## src/design/ddo_pkg.sv

```systemverilog
package ddo_pkg;

  // widths of the stream words and of the cfg port
  localparam int unsigned InW       = 32;
  localparam int unsigned OutW      = 112;
  localparam int unsigned CfgIdxW   = 4;
  localparam int unsigned CfgDataW  = 16;

  // cordic step count: default and upper bound of the atan table
  localparam int unsigned CordicStepsDef = 16;
  localparam int unsigned CordicStepsMax = 24;
  localparam int unsigned IterW          = $clog2(CordicStepsMax);

  // fixed point constants
  localparam logic signed [31:0] KInit       = 32'sd652032874;  // cordic gain, q.30
  localparam logic        [31:0] RadToUnits  = 32'd42722830;    // 2^27 / pi
  localparam logic        [15:0] TurnGainRst   = 16'd9830;
  localparam logic        [15:0] TravelGainRst = 16'd1966;

  // configuration register indexes
  typedef enum logic [CfgIdxW-1:0] {
    CFG_TURN_GAIN   = 4'd0,
    CFG_TRAVEL_GAIN = 4'd1
  } cfg_reg_e;

  // sequencer states
  typedef enum logic [3:0] {
    ST_IDLE,
    ST_HMUL1,
    ST_HMUL2,
    ST_HUPD,
    ST_CINIT,
    ST_CITER,
    ST_XMUL,
    ST_YMUL,
    ST_FINAL
  } state_e;

  // commands from sequencer to datapath
  typedef struct packed {
    logic load_in;
    logic hmul1;
    logic hmul2;
    logic hupd;
    logic cinit;
    logic citer;
    logic xmul;
    logic ymul;
    logic final_upd;
  } ddo_cmd_t;

  // status from datapath to sequencer
  typedef struct packed {
    logic cordic_last;
  } ddo_status_t;

  // arctangent of 2^-i as a 32 bit binary angle
  function automatic logic signed [31:0] ddo_atan(input logic [IterW-1:0] idx);
    logic signed [31:0] val;
    case (idx)
      5'd0:  val = 32'sd536870912;
      5'd1:  val = 32'sd316933406;
      5'd2:  val = 32'sd167458907;
      5'd3:  val = 32'sd85004756;
      5'd4:  val = 32'sd42667331;
      5'd5:  val = 32'sd21354465;
      5'd6:  val = 32'sd10679838;
      5'd7:  val = 32'sd5340245;
      5'd8:  val = 32'sd2670163;
      5'd9:  val = 32'sd1335087;
      5'd10: val = 32'sd667544;
      5'd11: val = 32'sd333772;
      5'd12: val = 32'sd166886;
      5'd13: val = 32'sd83443;
      5'd14: val = 32'sd41722;
      5'd15: val = 32'sd20861;
      5'd16: val = 32'sd10430;
      5'd17: val = 32'sd5215;
      5'd18: val = 32'sd2608;
      5'd19: val = 32'sd1304;
      5'd20: val = 32'sd652;
      5'd21: val = 32'sd326;
      5'd22: val = 32'sd163;
      5'd23: val = 32'sd81;
      default: val = 32'sd0;
    endcase
    return val;
  endfunction

endpackage

```

## src/design/ddo_ctrl.sv

```systemverilog
module ddo_ctrl import ddo_pkg::*; (
  input  logic        clk_i,
  input  logic        rst_ni,
  input  logic        in_valid_i,
  output logic        in_ready_o,
  output logic        out_valid_o,
  input  logic        out_ready_i,
  input  ddo_status_t status_i,
  output ddo_cmd_t    cmd_o
);

  state_e state_q, state_d;
  logic   out_valid_q, out_valid_d;
  logic   out_free;

  assign out_free = !out_valid_q || out_ready_i;

  // next state
  always_comb begin
    state_d = state_q;
    case (state_q)
      ST_IDLE:  if (in_valid_i) state_d = ST_HMUL1;
      ST_HMUL1: state_d = ST_HMUL2;
      ST_HMUL2: state_d = ST_HUPD;
      ST_HUPD:  state_d = ST_CINIT;
      ST_CINIT: state_d = ST_CITER;
      ST_CITER: if (status_i.cordic_last) state_d = ST_XMUL;
      ST_XMUL:  state_d = ST_YMUL;
      ST_YMUL:  state_d = ST_FINAL;
      ST_FINAL: if (out_free) state_d = ST_IDLE;
      default:  state_d = ST_IDLE;
    endcase
  end

  // command strobes
  always_comb begin
    cmd_o      = '0;
    in_ready_o = 1'b0;
    case (state_q)
      ST_IDLE: begin
        in_ready_o    = 1'b1;
        cmd_o.load_in = in_valid_i;
      end
      ST_HMUL1: cmd_o.hmul1 = 1'b1;
      ST_HMUL2: cmd_o.hmul2 = 1'b1;
      ST_HUPD:  cmd_o.hupd  = 1'b1;
      ST_CINIT: cmd_o.cinit = 1'b1;
      ST_CITER: cmd_o.citer = 1'b1;
      ST_XMUL:  cmd_o.xmul  = 1'b1;
      ST_YMUL:  cmd_o.ymul  = 1'b1;
      ST_FINAL: cmd_o.final_upd = out_free;
      default: cmd_o = '0;
    endcase
  end

  // output word valid flag
  always_comb begin
    out_valid_d = out_valid_q;
    if (cmd_o.final_upd) begin
      out_valid_d = 1'b1;
    end else if (out_ready_i) begin
      out_valid_d = 1'b0;
    end
  end

  assign out_valid_o = out_valid_q;

  always_ff @(posedge clk_i or negedge rst_ni) begin
    if (!rst_ni) begin
      state_q     <= ST_IDLE;
      out_valid_q <= 1'b0;
    end else begin
      state_q     <= state_d;
      out_valid_q <= out_valid_d;
    end
  end

endmodule

```

## src/design/ddo_datapath.sv

```systemverilog
module ddo_datapath import ddo_pkg::*; #(
  parameter int unsigned CORDIC_STEPS = CordicStepsDef
) (
  input  logic                 clk_i,
  input  logic                 rst_ni,
  input  ddo_cmd_t             cmd_i,
  output ddo_status_t          status_o,
  input  logic                 cfg_we_i,
  input  logic [CfgIdxW-1:0]   cfg_index_i,
  input  logic [CfgDataW-1:0]  cfg_data_i,
  input  logic [InW-1:0]       in_data_i,
  output logic [OutW-1:0]      out_data_o
);

  // saturating add of a signed magnitude to a 32 bit accumulator
  function automatic logic signed [31:0] sat_add(input logic signed [31:0] acc,
                                                 input logic [21:0] mag,
                                                 input logic neg);
    logic signed [32:0] delta;
    logic signed [32:0] total;
    logic signed [31:0] res;
    delta = neg ? -$signed({11'b0, mag}) : $signed({11'b0, mag});
    total = {acc[31], acc} + delta;
    if (total[32] != total[31]) begin
      res = total[32] ? 32'sh8000_0000 : 32'sh7FFF_FFFF;
    end else begin
      res = total[31:0];
    end
    return res;
  endfunction

  logic [15:0]        turn_gain_q, travel_gain_q;
  logic [23:0]        heading_q, heading_d;
  logic signed [31:0] x_acc_q, x_acc_d, y_acc_q, y_acc_d;
  logic [31:0]        dist_q, dist_d;

  logic signed [15:0] left_q, right_q;
  logic [63:0]        prod_q;
  logic [31:0]        s_mag_q;
  logic signed [31:0] cx_q, cy_q, cz_q;
  logic               flip_q;
  logic [IterW-1:0]   iter_q;
  logic               dx_neg_q, dy_neg_q;

  logic signed [31:0] pos_x_q, pos_y_q;
  logic [15:0]        head_out_q;
  logic [31:0]        dist_out_q;

  // wheel difference and sum with their magnitudes
  logic signed [16:0] diff, sum;
  logic [15:0]        diff_mag;
  logic [16:0]        sum_mag;
  logic signed [16:0] diff_neg_v, sum_neg_v;

  assign diff       = {right_q[15], right_q} - {left_q[15], left_q};
  assign sum        = {right_q[15], right_q} + {left_q[15], left_q};
  assign diff_neg_v = -diff;
  assign sum_neg_v  = -sum;
  assign diff_mag   = diff[16] ? diff_neg_v[15:0] : diff[15:0];
  assign sum_mag    = sum[16] ? sum_neg_v : sum;

  // cordic outputs after the half turn correction
  logic signed [31:0] cos_v, sin_v, cos_n, sin_n;
  logic [31:0]        cos_mag, sin_mag;

  assign cos_v   = flip_q ? -cx_q : cx_q;
  assign sin_v   = flip_q ? -cy_q : cy_q;
  assign cos_n   = -cos_v;
  assign sin_n   = -sin_v;
  assign cos_mag = cos_v[31] ? cos_n : cos_v;
  assign sin_mag = sin_v[31] ? sin_n : sin_v;

  // shared multiplier
  logic [31:0] mul_a, mul_b;
  logic [63:0] mul_p;

  always_comb begin
    mul_a = '0;
    mul_b = '0;
    if (cmd_i.hmul1) begin
      mul_a = {16'b0, diff_mag};
      mul_b = {16'b0, turn_gain_q};
    end else if (cmd_i.hmul2) begin
      mul_a = prod_q[31:0];
      mul_b = RadToUnits;
    end else if (cmd_i.hupd) begin
      mul_a = {15'b0, sum_mag};
      mul_b = {16'b0, travel_gain_q};
    end else if (cmd_i.xmul) begin
      mul_a = s_mag_q;
      mul_b = cos_mag;
    end else if (cmd_i.ymul) begin
      mul_a = s_mag_q;
      mul_b = sin_mag;
    end
  end

  assign mul_p = mul_a * mul_b;

  // heading step, rounded to nearest with ties away from zero
  logic [63:0] hd_round;
  assign hd_round  = prod_q + 64'h0000_0000_8000_0000;
  assign heading_d = diff[16] ? heading_q - hd_round[55:32] : heading_q + hd_round[55:32];

  // position step rounded from q.58 to q16.16
  logic [63:0] xy_round;
  assign xy_round = prod_q + 64'h0000_0200_0000_0000;
  assign x_acc_d  = sat_add(x_acc_q, xy_round[63:42], dx_neg_q);
  assign y_acc_d  = sat_add(y_acc_q, xy_round[63:42], dy_neg_q);

  // path length step and saturating total
  logic [32:0] step_round, dist_sum;
  assign step_round = {1'b0, s_mag_q} + 33'd2048;
  assign dist_sum   = {1'b0, dist_q} + {12'b0, step_round[32:12]};
  assign dist_d     = dist_sum[32] ? 32'hFFFF_FFFF : dist_sum[31:0];

  // one cordic micro-rotation
  logic signed [31:0] xs, ys, atan_v;
  assign xs     = cx_q >>> iter_q;
  assign ys     = cy_q >>> iter_q;
  assign atan_v = ddo_atan(iter_q);

  assign status_o.cordic_last = (iter_q == IterW'(CORDIC_STEPS - 1));

  // configuration and odometry state
  always_ff @(posedge clk_i or negedge rst_ni) begin
    if (!rst_ni) begin
      turn_gain_q   <= TurnGainRst;
      travel_gain_q <= TravelGainRst;
      heading_q     <= '0;
      x_acc_q       <= '0;
      y_acc_q       <= '0;
      dist_q        <= '0;
    end else begin
      if (cfg_we_i) begin
        case (cfg_index_i)
          CFG_TURN_GAIN:   turn_gain_q   <= cfg_data_i;
          CFG_TRAVEL_GAIN: travel_gain_q <= cfg_data_i;
          default: ;
        endcase
      end
      if (cmd_i.hupd) heading_q <= heading_d;
      if (cmd_i.ymul) x_acc_q   <= x_acc_d;
      if (cmd_i.final_upd) begin
        y_acc_q <= y_acc_d;
        dist_q  <= dist_d;
      end
    end
  end

  // working registers and output word
  always_ff @(posedge clk_i) begin
    if (cmd_i.load_in) begin
      left_q  <= in_data_i[15:0];
      right_q <= in_data_i[31:16];
    end
    if (cmd_i.hmul1 || cmd_i.hmul2 || cmd_i.xmul || cmd_i.ymul) begin
      prod_q <= mul_p;
    end
    if (cmd_i.hupd) s_mag_q <= mul_p[31:0];
    if (cmd_i.cinit) begin
      // quadrants two and three are turned by a half turn first
      flip_q <= heading_q[23] ^ heading_q[22];
      cz_q   <= {heading_q[22], heading_q[22:0], 8'b0};
      cx_q   <= KInit;
      cy_q   <= '0;
      iter_q <= '0;
    end else if (cmd_i.citer) begin
      if (!cz_q[31]) begin
        cx_q <= cx_q - ys;
        cy_q <= cy_q + xs;
        cz_q <= cz_q - atan_v;
      end else begin
        cx_q <= cx_q + ys;
        cy_q <= cy_q - xs;
        cz_q <= cz_q + atan_v;
      end
      iter_q <= iter_q + 1'b1;
    end
    if (cmd_i.xmul) dx_neg_q <= sum[16] ^ cos_v[31];
    if (cmd_i.ymul) dy_neg_q <= sum[16] ^ sin_v[31];
    if (cmd_i.final_upd) begin
      pos_x_q    <= x_acc_q;
      pos_y_q    <= y_acc_d;
      head_out_q <= heading_q[23:8];
      dist_out_q <= dist_d;
    end
  end

  assign out_data_o = {dist_out_q, head_out_q, pos_y_q, pos_x_q};

endmodule

```

## src/design/differential_drive_odometry_unit.sv

```systemverilog
// Dead-reckoning odometry for a two-wheel robot. Each input word carries the
// left and right wheel angle changes of one sample period; the unit turns
// the heading by turn_gain * (right - left), takes cosine and sine of the
// new heading with an iterative CORDIC, advances x and y by
// travel_gain * (left + right) along it, and adds the step length to the
// path distance, returning one output word per input word. A new input word
// is taken only once the unit is through with the last one: the CORDIC does
// one micro-rotation per cycle, a single 32x32 multiplier serves the two
// heading products, the travel product and the x and y components, and
// further steps load the CORDIC and complete the totals. A finished word waits
// in the output register while the next input word is taken in; a word that
// is still waiting there holds the unit in its last step. Gains are to be
// written through the cfg port only while the unit is idle; the unit itself
// does not enforce this.
module differential_drive_odometry_unit import ddo_pkg::*; #(
  parameter int unsigned CORDIC_STEPS = CordicStepsDef
) (
  input  logic                clk_i,
  input  logic                rst_ni,
  // left_delta_angle [15:0], right_delta_angle [31:16]
  input  logic [InW-1:0]      s_axis_tdata,
  input  logic                s_axis_tvalid,
  output logic                s_axis_tready,
  // pos_x [31:0], pos_y [63:32], heading [79:64], path_distance [111:80]
  output logic [OutW-1:0]     m_axis_tdata,
  output logic                m_axis_tvalid,
  input  logic                m_axis_tready,
  input  logic                cfg_valid_i,
  output logic                cfg_ready_o,
  input  logic [CfgIdxW-1:0]  cfg_index_i,
  input  logic [CfgDataW-1:0] cfg_data_i
);

  ddo_cmd_t    cmd;
  ddo_status_t status;

  assign cfg_ready_o = 1'b1;

  // sequencer
  ddo_ctrl u_ctrl (
    .clk_i       (clk_i),
    .rst_ni      (rst_ni),
    .in_valid_i  (s_axis_tvalid),
    .in_ready_o  (s_axis_tready),
    .out_valid_o (m_axis_tvalid),
    .out_ready_i (m_axis_tready),
    .status_i    (status),
    .cmd_o       (cmd)
  );

  // arithmetic and state
  ddo_datapath #(
    .CORDIC_STEPS (CORDIC_STEPS)
  ) u_datapath (
    .clk_i       (clk_i),
    .rst_ni      (rst_ni),
    .cmd_i       (cmd),
    .status_o    (status),
    .cfg_we_i    (cfg_valid_i),
    .cfg_index_i (cfg_index_i),
    .cfg_data_i  (cfg_data_i),
    .in_data_i   (s_axis_tdata),
    .out_data_o  (m_axis_tdata)
  );

endmodule

```

## config.mk

```make
export PLATFORM = sky130hd
export DESIGN_NAME = differential_drive_odometry_unit
export DESIGN_NICKNAME = d
export VERILOG_FILES = /design/src/design/ddo_pkg.sv /design/src/design/ddo_ctrl.sv /design/src/design/ddo_datapath.sv /design/src/design/differential_drive_odometry_unit.sv
export SDC_FILE = /design/constraint.sdc
export NUM_CORES = 2
export LEC_CHECK = 0
export ABC_AREA = 1
export BUFFER_PORTS_ARGS = -buffer_cell sky130_fd_sc_hd__buf_4
export CORE_MARGIN = 1.5
export CORE_UTILIZATION = 45
export DETAILED_ROUTE_END_ITERATION = 10
export GPL_TIMING_DRIVEN = 0
export PLACE_DENSITY = 0.57
export SYNTH_ARGS = -nofsm -noshare
export SYNTH_HDL_FRONTEND = slang
export SYNTH_HIERARCHICAL = 1
export SYNTH_SLANG_ARGS = --single-unit
```

## constraint.sdc

```tcl
create_clock -name clk_i -period 12 [get_ports clk_i]
set_input_delay 1.8 -clock clk_i [delete_from_list [all_inputs] [get_ports clk_i]]
set_output_delay 1.8 -clock clk_i [all_outputs]
set_load 0.01 [all_outputs]
```

==> metrics.txt <==
Total Routing Usage GR 37.7%; Die Y approximately 420 um; hpwl dp between 200000 and 300000 um; YS warnings 6; chip width 421 um; largest net degree at the start of global routing 115; most frequent cells in the layout 2401 x nand2_1, 1767 x inv_1, 1079 x nor2_1; Post-Synthesis Cells between 10000 and 15000; Syn Area/Cell about 7.4 um^2; commonest non-fill, non-tap cell in the layout nand2_1; CTS Sinks 531; maximum level of the CTS H-tree 3; CTS tree built; final hold vios 0; FP Rows 153; CP dominant cell by count fa_1; unrepaired setup endpoints after global routing no; vias in the first global route 73814; Layout Nets 12340; crit end category flop; share of layout cells above drive strength 1 7.08%; status finished, final reports clean; global-route wire length before repair ~490000 um; crit-path max cell delay 0.76 ns; post-synthesis mux area share 0%; Mapped Area 78500 um^2; xor/xnor cell area share of the yosys netlist 4.57%; sequential fraction of the synthesis area 18.0%; fin util 49.3%; EDFF count, synth 267; flops & latches, synth around 530; Final setup viols 0; Fmax 83.7 MHz; post-cts hold buffer count 0; TritonRoute pass-1 iters 6; area grow syn2layout 9.07%; Clk Latency, worst-skew pair 0.69 ns; Detailed Route Iter0 Violations 7945; combinational family with the most area after synthesis adder cells; Post-route DRC 0; crit start category flop; post-DR vias/cell 5.67; DIE AREA 177000 um^2; Simple-Gate Fraction of Synth Area 25.5%; Setup CP Type flop to flop; CP Max Fanout 10; Synth Area in Compound Gates around a tenth; Yosys cell types slightly below 80; Crit-path slowest cell fa_1; CTS buffer count 69; Placement Setup Slack -1.53 ns; synthesized net count 12082; asr flop ratio synth roughly 30%; Main synth FF type edfxtp_1; CTS clk-pin slew, worst paths 0.06 ns; I/O pin total 172; GRT overflow 0; Routed WL 334000 um; Slew @ Worst Pin 1.42 ns; Worst EP arrival 12.37 ns; max-slew violation count 0; Layout Skew ~0.035 ns; Initial Util 45.2%; port bufs 170; Max-Cap Viols 0; Core Region 173000 um^2; Min-Delay Path Class flop to flop; Adder-Cell Fraction of Synth Area 31.4%; WP data required 12.42 ns; Max transition margin 5.42%; worst-case clock buffer depth 3; root buf cell clkbuf_16; final worst slack 0.0507 ns; Tcrit/Tclk final between 90% and 100%; setup_tns 0 ns; initial antenna violation count 17; DR vias 75133; final period demand of the worst path 11.95 ns; Routed wire per std cell about 25 um; routability cong. 1.04; final antenna-violating net count 0
layout make-up:
| class | instances | area (um^2) |
|---|---|---|
| tap | 2325 | 2910 |
| fill | 17770 | 87900 |
| buffer | 372 | 1840 |
| multi-input combinational | 7866 | 55900 |
| inverter | 1825 | 6860 |
| sequential | 531 | 14100 |
| clock inverter | 44 | 458 |
| clock buffer | 83 | 1800 |
| timing repair buffer | 194 | 1650 |
| antenna | 12 | 30.0 |
repair_timing:
item / 4_1_cts / 5_1_grt
setup endpoints to repair: 46 / 24
setup buffers: 3 / 6
cloned: 0 / 0
pin swaps: 1 / 4
gates resized for setup: 43 / 50
cell families (layout without fill, tap and decap cells):
| kind of cell | after synthesis | count (layout) |
|---|---|---|
| xor gates and xnor gates | 408 | 408 |
| DFF | 531 | 531 |
| buffers and inverters | 2204 | 2518 |
| other | 1 | 13 |
| and+or+nand+nor | 4727 | 4727 |
| AOI/OAI and AO/OA | 1306 | 1306 |
| adders and majority gates | 1424 | 1424 |
metrics by stage:
stage | hold slack, ns | area [um^2] | std cells
2_1_floorplan | 0.435 | 78500 | 10601
3_3_place_gp | 0.448 | 82600 | 13096
3_5_place_dp | 0.456 | 82900 | 13110
4_1_cts | 0.471 | 85300 | 13239
5_1_grt | 0.503 | 85500 | 13243
6_report | 0.467 | 85600 | 13252
metal layers:
layer | up-vias | part of all wire (%) | track usage [%]
li1 | 34089 | - | -
met1 | 36661 | 41 | 50.4
met2 | 3716 | 42 | 56.3
met3 | 659 | 11 | 10.8
met4 | 8 | 5.2 | 17.1
met5 | - | 0.058 | 0.639
synthesized netlist by cell type, types with 39 or more instances:
| library cell | count | share of area (%) |
|---|---|---|
| nand2_1 | 2402 | 11 |
| inv_1 | 1769 | 8.5 |
| nor2_1 | 1090 | 5.2 |
| fa_1 | 905 | 23 |
| nand3_1 | 835 | 5.3 |
| ha_1 | 519 | 8.3 |
| a21oi_1 | 459 | 2.9 |
| o21ai_0 | 420 | 2.7 |
| xor2_1 | 275 | 3.1 |
| edfxtp_1 | 267 | 10 |
| clkbuf_1 | 180 | 0.86 |
| dfrtp_1 | 142 | 4.5 |
| xnor2_1 | 131 | 1.5 |
| buf_2 | 114 | 0.73 |
| dfxtp_1 | 107 | 2.7 |
| nand4_1 | 98 | 0.78 |
| nor3_1 | 92 | 0.59 |
| a31oi_1 | 82 | 0.65 |
| o22ai_1 | 47 | 0.37 |
| nand2_2 | 41 | 0.33 |
| buf_1 | 39 | 0.19 |
sequential cells by signal, indices dropped and copies added (netlist names):
register                  cells
u_datapath/turn_gain_q       16
u_datapath/pos_x_q           32
u_ctrl/state_q                4
u_datapath/atan_v            30
u_datapath/cx_q              32
u_datapath/prod_q            64
u_datapath/dx_neg_q           1
u_datapath/s_mag_q           32
u_datapath/right_q           16
u_datapath/head_out_q        16
u_datapath/dist_q            32
u_datapath/dist_out_q        32
u_datapath/left_q            16
u_datapath/y_acc_q           32
u_datapath/cy_q              32
u_datapath/dy_neg_q           1
u_datapath/iter_q             5
u_datapath/travel_gain_q     16
u_ctrl/out_valid_o            1
u_datapath/heading_q         24
u_datapath/flip_q             1
u_datapath/cz_q              32
u_datapath/x_acc_q           32
u_datapath/pos_y_q           32
critical path, delay by kind of cell, from the launching register on:
family          cells  cell delay (ns)
xor+xnor            1             0.18
simple gates        4             0.89
fa+ha+maj           9             4.97
compound gates     11             3.02
buf+inv             9             2.15
flops               1             0.44
worst paths after layout:
path	slack [ns]	from	endpoint	depth (start not counted)
max in group asynchronous	10.00	rst_ni	u_datapath/dist_q[10]	2
min in group asynchronous	1.11	rst_ni	u_datapath/x_acc_q[25]	1
min reg2reg	0.47	u_datapath/cz_q[2]	u_datapath/cz_q[2]	2
max reg2reg	0.05	u_ctrl/state_q[0]	u_datapath/prod_q[52]	34
min	0.47	u_datapath/cz_q[2]	u_datapath/cz_q[2]	2
max	0.05	u_ctrl/state_q[0]	u_datapath/prod_q[52]	34
Power is not shown: default switching activity piles up to over one toggle a cycle in this logic, so the estimate is an artifact.
